**src/hw/rtl/tick_task_timer_bank_assert.svh**
```systemverilog
// ----------------------------------------------------------------------------
// tick_task_timer_bank_assert.svh
// Assertion macros for the timer bank. Each macro needs clk and arst_n in scope.
// ----------------------------------------------------------------------------
`ifndef TICK_TASK_TIMER_BANK_ASSERT_SVH
`define TICK_TASK_TIMER_BANK_ASSERT_SVH

// Same-cycle implication, disabled during reset
`define TTTB_ASSERT_IMPL(lbl, ante, cons, msg) \
	lbl: assert property (@(posedge clk) disable iff (!arst_n) (ante) |-> (cons)) \
		else $error(msg);

// Next-cycle implication, disabled during reset
`define TTTB_ASSERT_NEXT(lbl, ante, cons, msg) \
	lbl: assert property (@(posedge clk) disable iff (!arst_n) (ante) |=> (cons)) \
		else $error(msg);

`endif

```
**src/hw/rtl/tttb_pkg.sv**
```systemverilog
// ----------------------------------------------------------------------------
// tttb_pkg
// Types and command codes shared by the tick/task timer bank.
// ----------------------------------------------------------------------------
package tttb_pkg;

	// Command codes carried by func
	localparam logic [1:0] FUNC_TICK    = 2'd0;
	localparam logic [1:0] FUNC_ARM     = 2'd1;
	localparam logic [1:0] FUNC_COLLECT = 2'd2;

	// Fixed widths of the command word and result word fields
	localparam int unsigned FUNC_W     = 2;
	localparam int unsigned TAG_IN_W   = 8;
	localparam int unsigned IVAL_IN_W  = 16;
	localparam int unsigned SLOT_OUT_W = 3;
	localparam int unsigned PEND_OUT_W = 8;

	// Sequencer states
	typedef enum logic [1:0] {
		ST_IDLE,
		ST_TICK,
		ST_ARM,
		ST_RESULT
	} state_t;

endpackage

```
**src/hw/rtl/tick_task_timer_bank.sv**
```systemverilog
// ----------------------------------------------------------------------------
// tick_task_timer_bank
// Bank of tagged countdown timers (periodic or one-shot) with a shared
// decrementer that visits one slot per cycle.
// ----------------------------------------------------------------------------
// Usage:
//   A command word (func, handler_tag, interval, oneshot) is taken on a rising
//   edge with start high and busy low. Every command gives exactly one result
//   word (status, slot, pending), shown for one cycle with done high. The
//   receiver has no backpressure; done is never held.
//   Tick:    one slot per cycle through the shared decrement/compare unit,
//            every slot visited once, result in the following cycle.
//   Arm:     tag search walks the slots one per cycle and stops on a match;
//            else it ends at the last slot, result in the following cycle.
//   Collect and the unused code: result in the cycle after acceptance.
//   busy is low while the result is shown, so the next command can be taken
//   in that cycle. The walk over the slots sets how long a tick or an arm
//   lasts.
//   Reset (arst_n low) clears all slots, the pending mask and the sequencer;
//   no sweep is needed afterwards.
// ----------------------------------------------------------------------------
module tick_task_timer_bank #(
	parameter int unsigned SLOTS       = 8,
	parameter int unsigned COUNT_WIDTH = 16,
	parameter int unsigned TAG_WIDTH   = 8
) (
	input  logic                              clk,
	input  logic                              arst_n,
	input  logic                              start,
	output logic                              busy,
	input  logic [tttb_pkg::FUNC_W-1:0]       func,
	input  logic [tttb_pkg::TAG_IN_W-1:0]     handler_tag,
	input  logic [tttb_pkg::IVAL_IN_W-1:0]    interval,
	input  logic                              oneshot,
	output logic                              done,
	output logic                              status,
	output logic [tttb_pkg::SLOT_OUT_W-1:0]   slot,
	output logic [tttb_pkg::PEND_OUT_W-1:0]   pending
);

	import tttb_pkg::*;

	localparam int unsigned IW = (SLOTS > 1) ? $clog2(SLOTS) : 1;
	localparam logic [IW-1:0] LAST_IDX = IW'(SLOTS - 1);

	// Slot state
	logic [COUNT_WIDTH-1:0] ival_q  [SLOTS];
	logic [COUNT_WIDTH-1:0] count_q [SLOTS];
	logic [TAG_WIDTH-1:0]   tag_q   [SLOTS];
	logic [SLOTS-1:0]       os_q;
	logic [SLOTS-1:0]       used_q;
	logic [SLOTS-1:0]       pend_q;

	// Sequencer and latched command word
	state_t                 state_q, state_d;
	logic [IW-1:0]          idx_q;
	logic [TAG_WIDTH-1:0]   cmd_tag_q;
	logic [COUNT_WIDTH-1:0] cmd_ival_q;
	logic                   cmd_os_q;
	logic                   free_found_q;
	logic [IW-1:0]          free_idx_q;

	// Result word registers
	logic                   res_status_q;
	logic [SLOT_OUT_W-1:0]  res_slot_q;
	logic [PEND_OUT_W-1:0]  res_pend_q;

	// Control decode
	logic accept, tick_step, arm_step, last_step;

	// Shared unit and arm search terms
	logic [COUNT_WIDTH-1:0] cur_ival, cur_count, cnt_dec;
	logic                   cur_active, cnt_le1;
	logic                   arm_hit, cur_free, arm_take, arm_fail;
	logic [IW-1:0]          arm_idx;

	// Next-state logic
	always_comb begin
		state_d = state_q;
		case (state_q)
			ST_IDLE, ST_RESULT: begin
				if (start) begin
					case (func)
						FUNC_TICK: state_d = ST_TICK;
						FUNC_ARM:  state_d = ST_ARM;
						default:   state_d = ST_RESULT;
					endcase
				end else begin
					state_d = ST_IDLE;
				end
			end
			ST_TICK: begin
				if (last_step) state_d = ST_RESULT;
			end
			ST_ARM: begin
				if (arm_hit || last_step) state_d = ST_RESULT;
			end
			default: state_d = ST_IDLE;
		endcase
	end

	// Output decode
	always_comb begin
		busy      = (state_q == ST_TICK) || (state_q == ST_ARM);
		done      = (state_q == ST_RESULT);
		accept    = start && !busy;
		tick_step = (state_q == ST_TICK);
		arm_step  = (state_q == ST_ARM);
		last_step = (idx_q == LAST_IDX);
	end

	// Shared decrement/compare unit on the visited slot
	always_comb begin
		cur_ival   = ival_q[idx_q];
		cur_count  = count_q[idx_q];
		cur_active = (cur_ival != '0);
		cnt_dec    = cur_count - COUNT_WIDTH'(1);
		cnt_le1    = ((cur_count >> 1) == '0);
	end

	// Arm search: a tag match wins, else the first inactive slot
	always_comb begin
		arm_hit  = used_q[idx_q] && (tag_q[idx_q] == cmd_tag_q);
		cur_free = !cur_active;
		arm_take = arm_hit || (last_step && (free_found_q || cur_free));
		arm_fail = last_step && !arm_hit && !free_found_q && !cur_free;
		arm_idx  = (!arm_hit && free_found_q) ? free_idx_q : idx_q;
	end

	// Sequencer state
	always_ff @(posedge clk or negedge arst_n) begin
		if (!arst_n) state_q <= ST_IDLE;
		else         state_q <= state_d;
	end

	// Datapath: slot state, pending mask, walk index, result word
	always_ff @(posedge clk or negedge arst_n) begin
		if (!arst_n) begin
			for (int i = 0; i < SLOTS; i++) begin
				ival_q[i]  <= '0;
				count_q[i] <= '0;
				tag_q[i]   <= '0;
			end
			os_q         <= '0;
			used_q       <= '0;
			pend_q       <= '0;
			idx_q        <= '0;
			free_found_q <= 1'b0;
			free_idx_q   <= '0;
			cmd_tag_q    <= '0;
			cmd_ival_q   <= '0;
			cmd_os_q     <= 1'b0;
			res_status_q <= 1'b0;
			res_slot_q   <= '0;
			res_pend_q   <= '0;
		end else begin
			if (accept) begin
				idx_q        <= '0;
				free_found_q <= 1'b0;
				cmd_tag_q    <= TAG_WIDTH'(handler_tag);
				cmd_ival_q   <= COUNT_WIDTH'(interval);
				cmd_os_q     <= oneshot;
				res_status_q <= 1'b0;
				res_slot_q   <= '0;
				// Collect returns the mask and clears it in the same step
				res_pend_q   <= (func == FUNC_COLLECT) ? PEND_OUT_W'(pend_q) : '0;
				if (func == FUNC_COLLECT) begin
					pend_q <= '0;
				end
			end

			// Tick: advance the visited slot
			if (tick_step) begin
				if (cur_active) begin
					if (cnt_le1) begin
						pend_q[idx_q] <= 1'b1;
						if (os_q[idx_q]) begin
							ival_q[idx_q]  <= '0;
							count_q[idx_q] <= '0;
						end else begin
							count_q[idx_q] <= cur_ival;
						end
					end else begin
						count_q[idx_q] <= cnt_dec;
					end
				end
				if (!last_step) idx_q <= idx_q + IW'(1);
			end

			// Arm: search, then program the chosen slot
			if (arm_step) begin
				if (arm_take) begin
					ival_q[arm_idx]  <= cmd_ival_q;
					count_q[arm_idx] <= cmd_ival_q;
					tag_q[arm_idx]   <= cmd_tag_q;
					os_q[arm_idx]    <= cmd_os_q;
					used_q[arm_idx]  <= 1'b1;
					res_slot_q       <= SLOT_OUT_W'(arm_idx);
				end else if (arm_fail) begin
					res_status_q <= 1'b1;
				end else begin
					if (cur_free && !free_found_q) begin
						free_found_q <= 1'b1;
						free_idx_q   <= idx_q;
					end
					idx_q <= idx_q + IW'(1);
				end
			end
		end
	end

	assign status  = res_status_q;
	assign slot    = res_slot_q;
	assign pending = res_pend_q;

	// Checks
	`include "tick_task_timer_bank_assert.svh"

	`TTTB_ASSERT_IMPL(a_fail_word_clean, done && status, (slot == '0) && (pending == '0), "failed arm with nonzero slot or mask")
	`TTTB_ASSERT_NEXT(a_accept_progress, accept, busy || done, "accepted command made no progress")
	`TTTB_ASSERT_IMPL(a_walk_in_range, busy, idx_q <= LAST_IDX, "slot walk index out of range")

endmodule
```
**config.mk**
```make
export PLATFORM = sky130hd
export DESIGN_NAME = tick_task_timer_bank
export DESIGN_NICKNAME = d
export VERILOG_FILES = /design/src/hw/rtl/tttb_pkg.sv /design/src/hw/rtl/tick_task_timer_bank.sv
export VERILOG_INCLUDE_DIRS = /design/src /design/src/hw/rtl
export SDC_FILE = /design/constraint.sdc
export NUM_CORES = 1
export LEC_CHECK = 0
export BUFFER_PORTS_ARGS = -buffer_cell sky130_fd_sc_hd__buf_2
export CAP_MARGIN = 0
export CORE_MARGIN = 8
export CORE_UTILIZATION = 30
export DETAILED_ROUTE_END_ITERATION = 12
export PLACE_DENSITY_LB_ADDON = 0.1
export SLEW_MARGIN = 40
export SYNTH_ARGS = -nofsm -noshare
export SYNTH_HDL_FRONTEND = slang
export SYNTH_SLANG_ARGS = --single-unit
```
**constraint.sdc**
```tcl
create_clock -name clk -period 6.05 [get_ports clk]
set_input_delay 0.3025 -clock clk [delete_from_list [all_inputs] [get_ports clk]]
set_output_delay 0.3025 -clock clk [all_outputs]
set_load 0.02 [all_outputs]
```
# Word-level counts from Yosys, hierarchy flattened
# Index checks and enable logic that the tools add are counted.
# totals
regBits	390
out_inout_bits	14
word_cells	164
# classes
n_addsub	2
order_cmp	8
eq_ne	9
mux	71
n_bitwise	9
reduce_logical	28
# ops
cell	count
128-bit 2-to-1 mux	12
128-bit bitwise mux	4
128-bit AND	2
128-bit inverter	1
16-bit binary-select mux with 3-bit select	2
16-bit demux with 3-bit select	2
16-bit 2-to-1 mux	6
8-bit 2-to-1 mux	9
64-bit bitwise mux	1
3-bit 2-to-1 mux	10
8-bit binary-select mux with 3-bit select	1
8-bit demux with 3-bit select	1
16-bit zero test	1
8-bit OR	2
16-bit nonzero test	1
16-bit by 1-bit subtractor with 16-bit output, second input constant	1
1-bit 2-to-1 mux	13
1-bit logical AND	12
8-bit bitwise mux	1
8-bit equality test	1
4-bit greater-or-equal comparator, second input constant	2
3-bit by 4-bit less-than comparator with 1-bit output, second input constant	2
4-bit by 1-bit less-than comparator with 1-bit output, second input constant	2
3-bit inverter with 4-bit output	2
other kinds (18)	36

# Logic depth before layout (Yosys ltp)
# Gate-level depths: netlist (run 1).
# logic_depth
ltp_word	17
mapped_depth	19
depth_no_buf	10

# Least setup slack after synthesis (run 1)
# No wires, ideal clock.
# synth_timing
kind	flip-flop to flip-flop
start	reg idx_q[1]
end	reg tag_q[16] in the netlist's numbering
arrival_ns	3.739
setup_slack_ns	2.186
stages_incl_launch_ff	17
path_buffers	7
path_cell_list	dfrtp_1 -> buf_6 -> buf_8 -> buf_6 -> clkbuf_1 -> mux2i_1 -> a22oi_1 -> a32oi_1 -> nand4_1 -> or4_1 -> o21ai_1 -> a31o_2 -> buf_2 -> and2_1 -> clkbuf_1 -> buf_2 -> mux2_2
# synth_via
elab_chain_len	15
elab_cells_between_ends	28
classes_between	order compare: 2; eq/ne: 2; mux: 12; bitwise: 2; reduce/logical: 10
# synth_rtl
element	line	text
start, declared	tick_task_timer_bank.sv:56	logic [IW-1:0] idx_q;
start signal, assigned	tick_task_timer_bank.sv:187	if (!last_step) idx_q <= idx_q + IW'(1);
start signal, assigned	tick_task_timer_bank.sv:206	idx_q <= idx_q + IW'(1);
3-bit inverter with 4-bit output (not written as such)	tick_task_timer_bank.sv:114, tick_task_timer_bank.sv:123	
8-bit binary-select mux with 3-bit select	tick_task_timer_bank.sv:123	arm_hit = used_q[idx_q] && (tag_q[idx_q] == cmd_tag_q);
8-bit 2-to-1 mux (not written as such) (2 in series)	tick_task_timer_bank.sv:123	
8-bit equality test	tick_task_timer_bank.sv:123	
1-bit logical AND	tick_task_timer_bank.sv:123	
1-bit zero test	tick_task_timer_bank.sv:127	arm_idx = (!arm_hit && free_found_q) ? free_idx_q : idx_q;
1-bit logical AND	tick_task_timer_bank.sv:127	
3-bit 2-to-1 mux	tick_task_timer_bank.sv:127	
3-bit inverter with 4-bit output (not written as such)	tick_task_timer_bank.sv:195	tag_q[arm_idx] <= cmd_tag_q;
4-bit greater-or-equal comparator (not written as such) / 4-bit by 1-bit less-than comparator with 1-bit output (equally long branches)	tick_task_timer_bank.sv:195	
1-bit logical AND (not written as such)	tick_task_timer_bank.sv:195	
8-bit 2-to-1 mux (not written as such)	tick_task_timer_bank.sv:195	
8-bit demux with 3-bit select	tick_task_timer_bank.sv:195	
64-bit bitwise mux	tick_task_timer_bank.sv:195	
end signal, assigned by index	tick_task_timer_bank.sv:195	
end, declared	tick_task_timer_bank.sv:49	logic [TAG_WIDTH-1:0] tag_q [SLOTS];
# Parallel ways exist; a longest one is shown, timed or not. The select of a mux whose other input is x is not followed.
# A chain may end at the register's enable or synchronous reset.

# Final worst setup path (run 1)
# layout_timing
start	reg idx_q[2]
end	reg ival_q[74] in the netlist's numbering
# layout_via
elab_chain_len	17
elab_cells_between_ends	46
classes_between	order compare: 4; eq/ne: 2; mux: 25; bitwise: 4; reduce/logical: 11
# layout_rtl
element	line	text
3-bit inverter with 4-bit output (not written as such)	n/a	
8-bit binary-select mux with 3-bit select	tick_task_timer_bank.sv:123	
8-bit 2-to-1 mux (not written as such) (2 in series)	tick_task_timer_bank.sv:123	
8-bit equality test	tick_task_timer_bank.sv:123	
1-bit logical AND	tick_task_timer_bank.sv:123	
1-bit zero test	tick_task_timer_bank.sv:127	
1-bit logical AND	tick_task_timer_bank.sv:127	
3-bit 2-to-1 mux	tick_task_timer_bank.sv:127	
3-bit inverter with 4-bit output (not written as such)	tick_task_timer_bank.sv:193	ival_q[arm_idx] <= cmd_ival_q;
4-bit greater-or-equal comparator (not written as such) / 4-bit by 1-bit less-than comparator with 1-bit output (equally long branches)	tick_task_timer_bank.sv:193	
1-bit logical AND (not written as such)	tick_task_timer_bank.sv:193	
16-bit 2-to-1 mux (not written as such)	tick_task_timer_bank.sv:193	
16-bit demux with 3-bit select	tick_task_timer_bank.sv:193	
128-bit bitwise mux	tick_task_timer_bank.sv:193	
128-bit 2-to-1 mux	tick_task_timer_bank.sv:192	if (arm_take) begin
128-bit 2-to-1 mux *	tick_task_timer_bank.sv:191	if (arm_step) begin
end signal, assigned by index	tick_task_timer_bank.sv:193	
end, declared	tick_task_timer_bank.sv:47	logic [COUNT_WIDTH-1:0] ival_q [SLOTS];
# Every way passes the cells marked *; elsewhere a longest branch is shown, timed or not. The select of a mux whose other input is x is not followed.

==> results.py, run 1 <==
metrics = {
    "global_route": {
        "grt_usage": 0.198,
        "grt_pass1_vias": 15400,
        "grt_pass1_wl_um": 111000,
        "antenna_found_initial": 1,
        "grt_max_degree": 115,
        "overflow": 0,
    },
    "final_layout": {
        "drive_above_1_share": 0.255,
        "num_antenna_cells": 0,
        "post-route-cell-area_sq_um": 23100,
        "nets": 1793,
        "syn2layout_area_growth_pct": 17.1,
    },
    "detailed_routing": {
        "ant_nets": 0,
        "wl_per_cell_um": 28.1,
        "drt-vias-per-instance": 5.59,
        "vias": 14900,
        "drc": 0,
        "detail_route.wirelength_um": 74600,
        "drtPass1Iterations": 6,
        "dr.first_iter.drc_count": 1156,
    },
    "placement": {
        "dp_hpwl_um": 48500,
        "placed_area_sq_um": 21300,
        "portBuffers": 43,
        "place.gp.congestion": 0.820,
    },
    "worst_setup_path": {
        "cp-start-kind": "flop",
        "arrival_ns": 5.50,
        "cp_data_required_time_ns": 6.58,
        "reg2reg_slack_ns": 1.08,
        "rr_worst_depth": 13,
        "critPathKind": "flop to flop",
        "cp_max_fo": 31,
        "crit-reg2reg-capture": "ival_q[74]$_DFF_PN0_",
        "cp-end-kind": "flop",
        "reg2reg_from": "idx_q[2]$_DFF_PN0_",
    },
    "timing": {
        "hold_violations": 0,
        "maxSlewViolCount": 0,
        "setup_viol": 0,
        "max_slew_margin": 0.418,
        "worstMarginPinSlew_ns": 0.869,
        "finalSetupTns_ns": 0,
        "fin_crit_ns": 4.97,
        "finalCritPeriodShare": 0.822,
        "fmax_ghz": 0.201,
        "fin_skew_ns": 0.0172,
        "grt_setup_unrepaired": "no",
    },
    "clock_network": {
        "cts.sinks": 390,
        "holdBufCountCts": 26,
        "root_buffer": "clkbuf_16",
        "clk_pin_slew_ns": 0.06,
        "cts_tree": "done",
        "htree_levels": 2,
        "post_cts_buffers": 0,
        "clock_path_buffers": 3,
        "numCtsBuffers": 47,
        "ctsResizeCount": 0,
        "clock_latency_ns": 0.59,
    },
    "logic_synthesis": {
        "syn_nets": 1750,
        "synth_common_cells": "dfrtp_1, mux2i_1, nand3_1, mux2_2, a22o_1",
        "synth_top_area_cell": "dfrtp_1",
        "netlist_instances": 1714,
        "netlist.area_leader.share": 0.494,
        "synthTopCellsByArea": "dfrtp_1, mux2i_1, mux2_2",
        "syn_area_sq_um": 19800,
        "netlist-cell-type-count": 73,
        "ys.flop_type": "dfrtp_1",
        "ys_async_sr_fraction": 1.00,
        "seq_area_frac_synth": 0.494,
        "syn_avg_cell_area_sq_um": 11.5,
        "ys_warn_count": 0,
        "synth_most_common_cell": "dfrtp_1",
        "ys_ff_latch": 390,
        "synth_edf_count": 0,
    },
    "job": {
        "max_cap_viol_count": 0,
    },
    "floorplan": {
        "die_x_um": 273,
        "fp.dieArea_sq_um": 74300,
        "fp.dieH_um": 273,
        "initial_utilization": 0.302,
        "ios": 44,
        "num_rows": 94,
        "core_sq_um": 65500,
    },
    "hold_path": {
        "hp-class": "input port to flop",
        "whs_path_depth": 3,
        "worstHoldStart": "start",
        "holdPathEnd": "state_q[0]$_DFFE_PN0P_",
    },
    "pwr": {
        "ir_drop_mv": 0.261,
        "power_leakage_nw": 9.76,
        "powerDensity_nw_per_um2": 474,
    },
    "status": {
        "status": "completed",
    },
}
flip-flops by register name, indices dropped and copies added (netlist names), 16 cells and up:
| name | flops |
|---|---|
| ival_q | 128 |
| tag_q | 64 |
| count_q | 128 |
| cmd_ival_q | 16 |
critical path, stage by stage, from the launching register on:
cell	delay, ns
dfrtp_4	0.79
buf_4	0.34
nor2b_2	0.75
a22oi_1	0.25
a21oi_1	0.23
nand3_1	0.11
or4_1	0.62
o21ai_2	0.56
buf_4	0.31
buf_4	0.15
nor4_2	0.05
a21oi_1	0.31
buf_4	0.27
a22o_1	0.15
per-layer routing:
metal  share of wire  global-route usage  up-vias
met3           0.047              0.0273      122
met1            0.46               0.284     7851
li1                -                   -     6488
met4           0.026              0.0555        0
met5               0                   0        -
met2            0.46               0.311      408
metrics by stage:
| step | std cells | power (mW) | hold slack (ns) | worst slack (ns) | utilization |
|---|---|---|---|---|---|
| after floorplan | 1714 | 6.38 | 0.00691 | 2.19 | - |
| after global placement | 2543 | 8.06 | 0.447 | 1.12 | 0.324 |
| after detailed placement | 2545 | 8.11 | 0.280 | 1.10 | 0.325 |
| after CTS | 2657 | 11.0 | 0.0185 | 1.09 | 0.353 |
| after global routing | 2658 | 11.5 | 0.0495 | 0.925 | 0.353 |
| final | 2658 | 11.0 | 0.0535 | 1.08 | 0.353 |
report_power, final:
group          leakage [nW]  internal, mW  switching [mW]
clock network         0.774          1.66            1.19
registers              5.28          3.11           0.744
logic                  3.70          1.57            2.69
layout by cell type (no fill, tap or decap), types with 10 or more instances in the layout:
| cell type | instances |
|---|---|
| or2_2 | 13 |
| nor2_1 | 19 |
| a32o_1 | 10 |
| mux2_2 | 119 |
| buf_2 | 43 |
| mux2i_1 | 189 |
| nor3_1 | 10 |
| a22o_1 | 100 |
| nand2_1 | 81 |
| clkbuf_8 | 11 |
| buf_12 | 17 |
| inv_1 | 13 |
| o21ai_2 | 10 |
| o21ai_0 | 94 |
| o21ai_1 | 93 |
| a22oi_1 | 14 |
| nand3_1 | 147 |
| clkinv_2 | 13 |
| mux4_2 | 35 |
| clkbuf_16 | 47 |
| a221oi_1 | 16 |
| dfrtp_1 | 387 |
| buf_4 | 79 |
| xnor2_1 | 14 |
| dlygate4sd3_1 | 26 |
how the worst max path moves through the flow:
| stage | end | start |
|---|---|---|
| after floorplan | tag_q[16]$_DFFE_PN0P_ | idx_q[1]$_DFF_PN0_ |
| after global placement | ival_q[72]$_DFF_PN0_ | idx_q[1]$_DFF_PN0_ |
| after detailed placement | tag_q[4]$_DFFE_PN0P_ | idx_q[1]$_DFF_PN0_ |
| after CTS | tag_q[4]$_DFFE_PN0P_ | idx_q[1]$_DFF_PN0_ |
| after global routing | ival_q[64]$_DFF_PN0_ | idx_q[1]$_DFF_PN0_ |
| final | ival_q[74]$_DFF_PN0_ | idx_q[2]$_DFF_PN0_ |
cell type report:
class	count	area, sq um
timing repair buffer	170	1480
multi-input combinational	1132	9200
clock inverter	20	180
fill	6479	42400
tap	864	1080
clock buffer	66	1360
inverter	16	60.1
sequential	390	9770
logic make-up after synthesis:
| logic type | count (synthesis) | synth area share |
|---|---|---|
| flops | 390 | 0.494 |
| mux | 343 | 0.203 |
| simple gates | 356 | 0.0981 |
| compound gates | 407 | 0.146 |
| xor+xnor | 20 | 0.00887 |
| fa+ha+maj | 6 | 0.00380 |
| buf+inv | 192 | 0.0457 |
No activity file was read; power rests on OpenSTA's default activity.
==> run 2, diff against run 1 <==
--- a/config.mk
+++ b/config.mk
@@ -6,6 +6,7 @@
 export SDC_FILE = /design/constraint.sdc
 export NUM_CORES = 1
 export LEC_CHECK = 0
+export ABC_AREA = 1
 export BUFFER_PORTS_ARGS = -buffer_cell sky130_fd_sc_hd__buf_2
 export CAP_MARGIN = 0
 export CORE_MARGIN = 8
==> constraint.sdc (replaced) <==
create_clock -name clk -period 4.15 [get_ports clk]
set_input_delay 0.2075 -clock clk [delete_from_list [all_inputs] [get_ports clk]]
set_output_delay 0.2075 -clock clk [all_outputs]
set_load 0.02 [all_outputs]
==> results.py, run 2 <==
metrics = {
    "timing": {
        "hold_violations": 0,
        "grt_setup_unrepaired": "no",
        "max_slew_margin": 0.425,
        "finalCritPeriodShare": 0.950,
        "hold_ws_ns": 0.0400,
        "fin_skew_ns": 0.0165,
        "fmax_ghz": 0.254,
        "setup_viol": 0,
        "maxSlewViolCount": 0,
        "finalSetupTns_ns": 0,
        "worstMarginPinSlew_ns": 0.860,
        "fin_crit_ns": 3.94,
    },
    "logic_synthesis": {
        "syn_area_sq_um": 22000,
        "ys_async_sr_fraction": 1.00,
        "synth_edf_count": 0,
        "netlist.area_leader.share": 0.444,
        "synth_common_cells": "nand2_1, dfrtp_1, nand3_1, a21oi_1, nor2_1",
        "synthTopCellsByArea": "dfrtp_1, nand2_1, nand3_1",
        "ys_ff_latch": 390,
        "ys_warn_count": 0,
        "synth_most_common_cell": "nand2_1",
        "ys.flop_type": "dfrtp_1",
        "syn_avg_cell_area_sq_um": 6.79,
        "netlist-cell-type-count": 41,
        "seq_area_frac_synth": 0.444,
        "syn_nets": 3271,
        "netlist_instances": 3235,
        "synth_top_area_cell": "dfrtp_1",
    },
    "pwr": {
        "power_leakage_nw": 13.8,
        "powerDensity_nw_per_um2": 770,
        "ir_drop_mv": 0.381,
    },
    "worst_setup_path": {
        "crit_chain": "inv_2, buf_12, nand2_1, nand2_1, nand2_1, nand2_1, nor2_1, buf_4, nand2_1, nor2_1, nand2_1, nand2_4, nor2_1, nand3_1, buf_4, nand3_1, nand2_1",
        "cp-end-kind": "flop",
        "reg2reg_from": "idx_q[1]$_DFF_PN0_",
        "crit-reg2reg-capture": "ival_q[6]$_DFF_PN0_",
        "cp-start-kind": "flop",
        "cp_max_fo": 37,
        "cp-endpoint": "ival_q[6]$_DFF_PN0_",
        "slowest_delay_ns": 0.50,
        "critPathKind": "flop to flop",
        "rr_worst_depth": 17,
        "arrival_ns": 4.43,
        "critPathBufInv": 4,
        "cp_data_required_time_ns": 4.64,
        "crit_cells": 17,
        "critical_path.top_delay_family": "simple AND/OR/NAND/NOR gates",
        "reg2reg_slack_ns": 0.21,
        "cp_slowest_cell": "dfrtp_4",
        "cp_common_cell": "nand2_1",
        "cp-startpoint": "idx_q[1]$_DFF_PN0_",
    },
    "floorplan": {
        "initial_utilization": 0.302,
        "num_rows": 99,
        "fp.dieArea_sq_um": 82200,
        "fp.dieH_um": 287,
        "die_x_um": 287,
        "ios": 44,
        "core_sq_um": 72700,
    },
    "placement": {
        "dp_hpwl_um": 62500,
        "place.gp.congestion": 0.903,
        "portBuffers": 43,
    },
    "detailed_routing": {
        "ant_nets": 0,
        "vias": 22200,
        "drtPass1Iterations": 5,
        "drc": 0,
        "wl_per_cell_um": 22.1,
        "drt-vias-per-instance": 5.19,
        "dr.first_iter.drc_count": 2254,
        "detail_route.wirelength_um": 94800,
    },
    "clock_network": {
        "clock_path_buffers": 3,
        "htree_levels": 2,
        "cts.sinks": 390,
        "numCtsBuffers": 50,
        "root_buffer": "clkbuf_16",
        "post_cts_buffers": 0,
        "clk_pin_slew_ns": 0.06,
        "cts_tree": "done",
        "clock_latency_ns": 0.61,
    },
    "final_layout": {
        "multi_input_area_sq_um": 10700,
        "nets": 3320,
        "layout_common_cells": "nand2_1, dfrtp_1, nand3_1, a21oi_1, inv_1",
        "syn2layout_area_growth_pct": 17.0,
        "top_regs": "count_q: 128 flops, ival_q: 128 flops, tag_q: 64 flops",
        "fillers": 7737,
        "drive_above_1_share": 0.0933,
        "seq_area_sq_um": 9770,
        "layout_commonest_cell": "nand2_1",
        "num_antenna_cells": 0,
    },
    "global_route": {
        "grt_pass1_vias": 21500,
        "overflow": 0,
        "grt_usage": 0.226,
        "grt_pass1_wl_um": 142000,
        "grt_max_degree": 93,
        "antenna_found_initial": 3,
    },
    "status": {
        "status": "completed",
    },
    "hold_path": {
        "hp-class": "input port to flop",
        "whs_path_depth": 3,
    },
    "job": {
        "max_cap_viol_count": 0,
    },
}
## run 2: layout make-up
cell class	instances	area share
Clock inverter	13	0.00560
Sequential cell	390	0.380
Timing Repair Buffer	206	0.0716
Inverter	150	0.0221
Tap cell	959	0.0467
Clock buffer	78	0.0599
Multi-Input combinational cell	2486	0.414
## run 2: worst min path at each step
stage,slack (ns),endpoint,from
2_1_floorplan,-0.09,cmd_ival_q[0]$_DFFE_PN0P_,arst_n
3_3_place_gp,0.35,cmd_ival_q[2]$_DFFE_PN0P_,arst_n
3_5_place_dp,0.16,count_q[49]$_DFF_PN0_,arst_n
4_1_cts,0.02,state_q[1]$_DFFE_PN0P_,func[1]
5_1_grt,0.07,state_q[1]$_DFFE_PN0P_,func[1]
6_report,0.04,state_q[1]$_DFFE_PN0P_,func[1]
## run 2: what timing repair did
action | 4_1_cts | 5_1_grt
hold buffers | 29 | 0
resized for setup | 0 | 1
setup endpoints to repair | 0 | 36
hold endpoints to repair | 171 | 0
## run 2: cells by family (layout without fill, tap and decap cells)
group | count (synthesis) | after routing | share of synthesized area
AOI/OAI and AO/OA | 374 | 374 | 0.0898
xor gates and xnor gates | 7 | 7 | 0.00313
adders and majority gates | 6 | 6 | 0.00342
buffers and inverters | 359 | 447 | 0.0751
DFF | 390 | 390 | 0.444
and+or+nand+nor | 2099 | 2099 | 0.384
## run 2: where the power goes
group / total [mW] / internal (mW) / switching, mW
registers: 5.72 / 4.78 / 0.947
logic: 9.57 / 2.75 / 6.82
clock network: 4.51 / 2.72 / 1.79
## run 2: through the flow
stage	instance area (sq um)	util	power [mW]	setup slack, ns	std cells
finish	25700	0.354	19.8	0.207	4282
global route	25700	0.354	21.2	0.0171	4282
CTS	25700	0.353	19.8	0.165	4282
detailed placement	23700	0.326	15.2	0.181	4162
global placement	23700	0.326	15.1	0.101	4161
floorplan	22000	-	11.3	1.49	3235
## run 2: worst register-to-register path: cells and delay by family (launching register included)
family                 cells  cell delay, ns
flip-flops                 1            0.50
AND/OR/NAND/NOR           13            2.07
buffers and inverters      4            1.28
## run 2: routing by layer
metal	GRT usage	share of wire	vias to the layer above
met5	0	0	-
met4	0.0647	0.026	0
met3	0.0332	0.072	153
met2	0.350	0.44	920
met1	0.325	0.46	10800
li1	-	-	10400
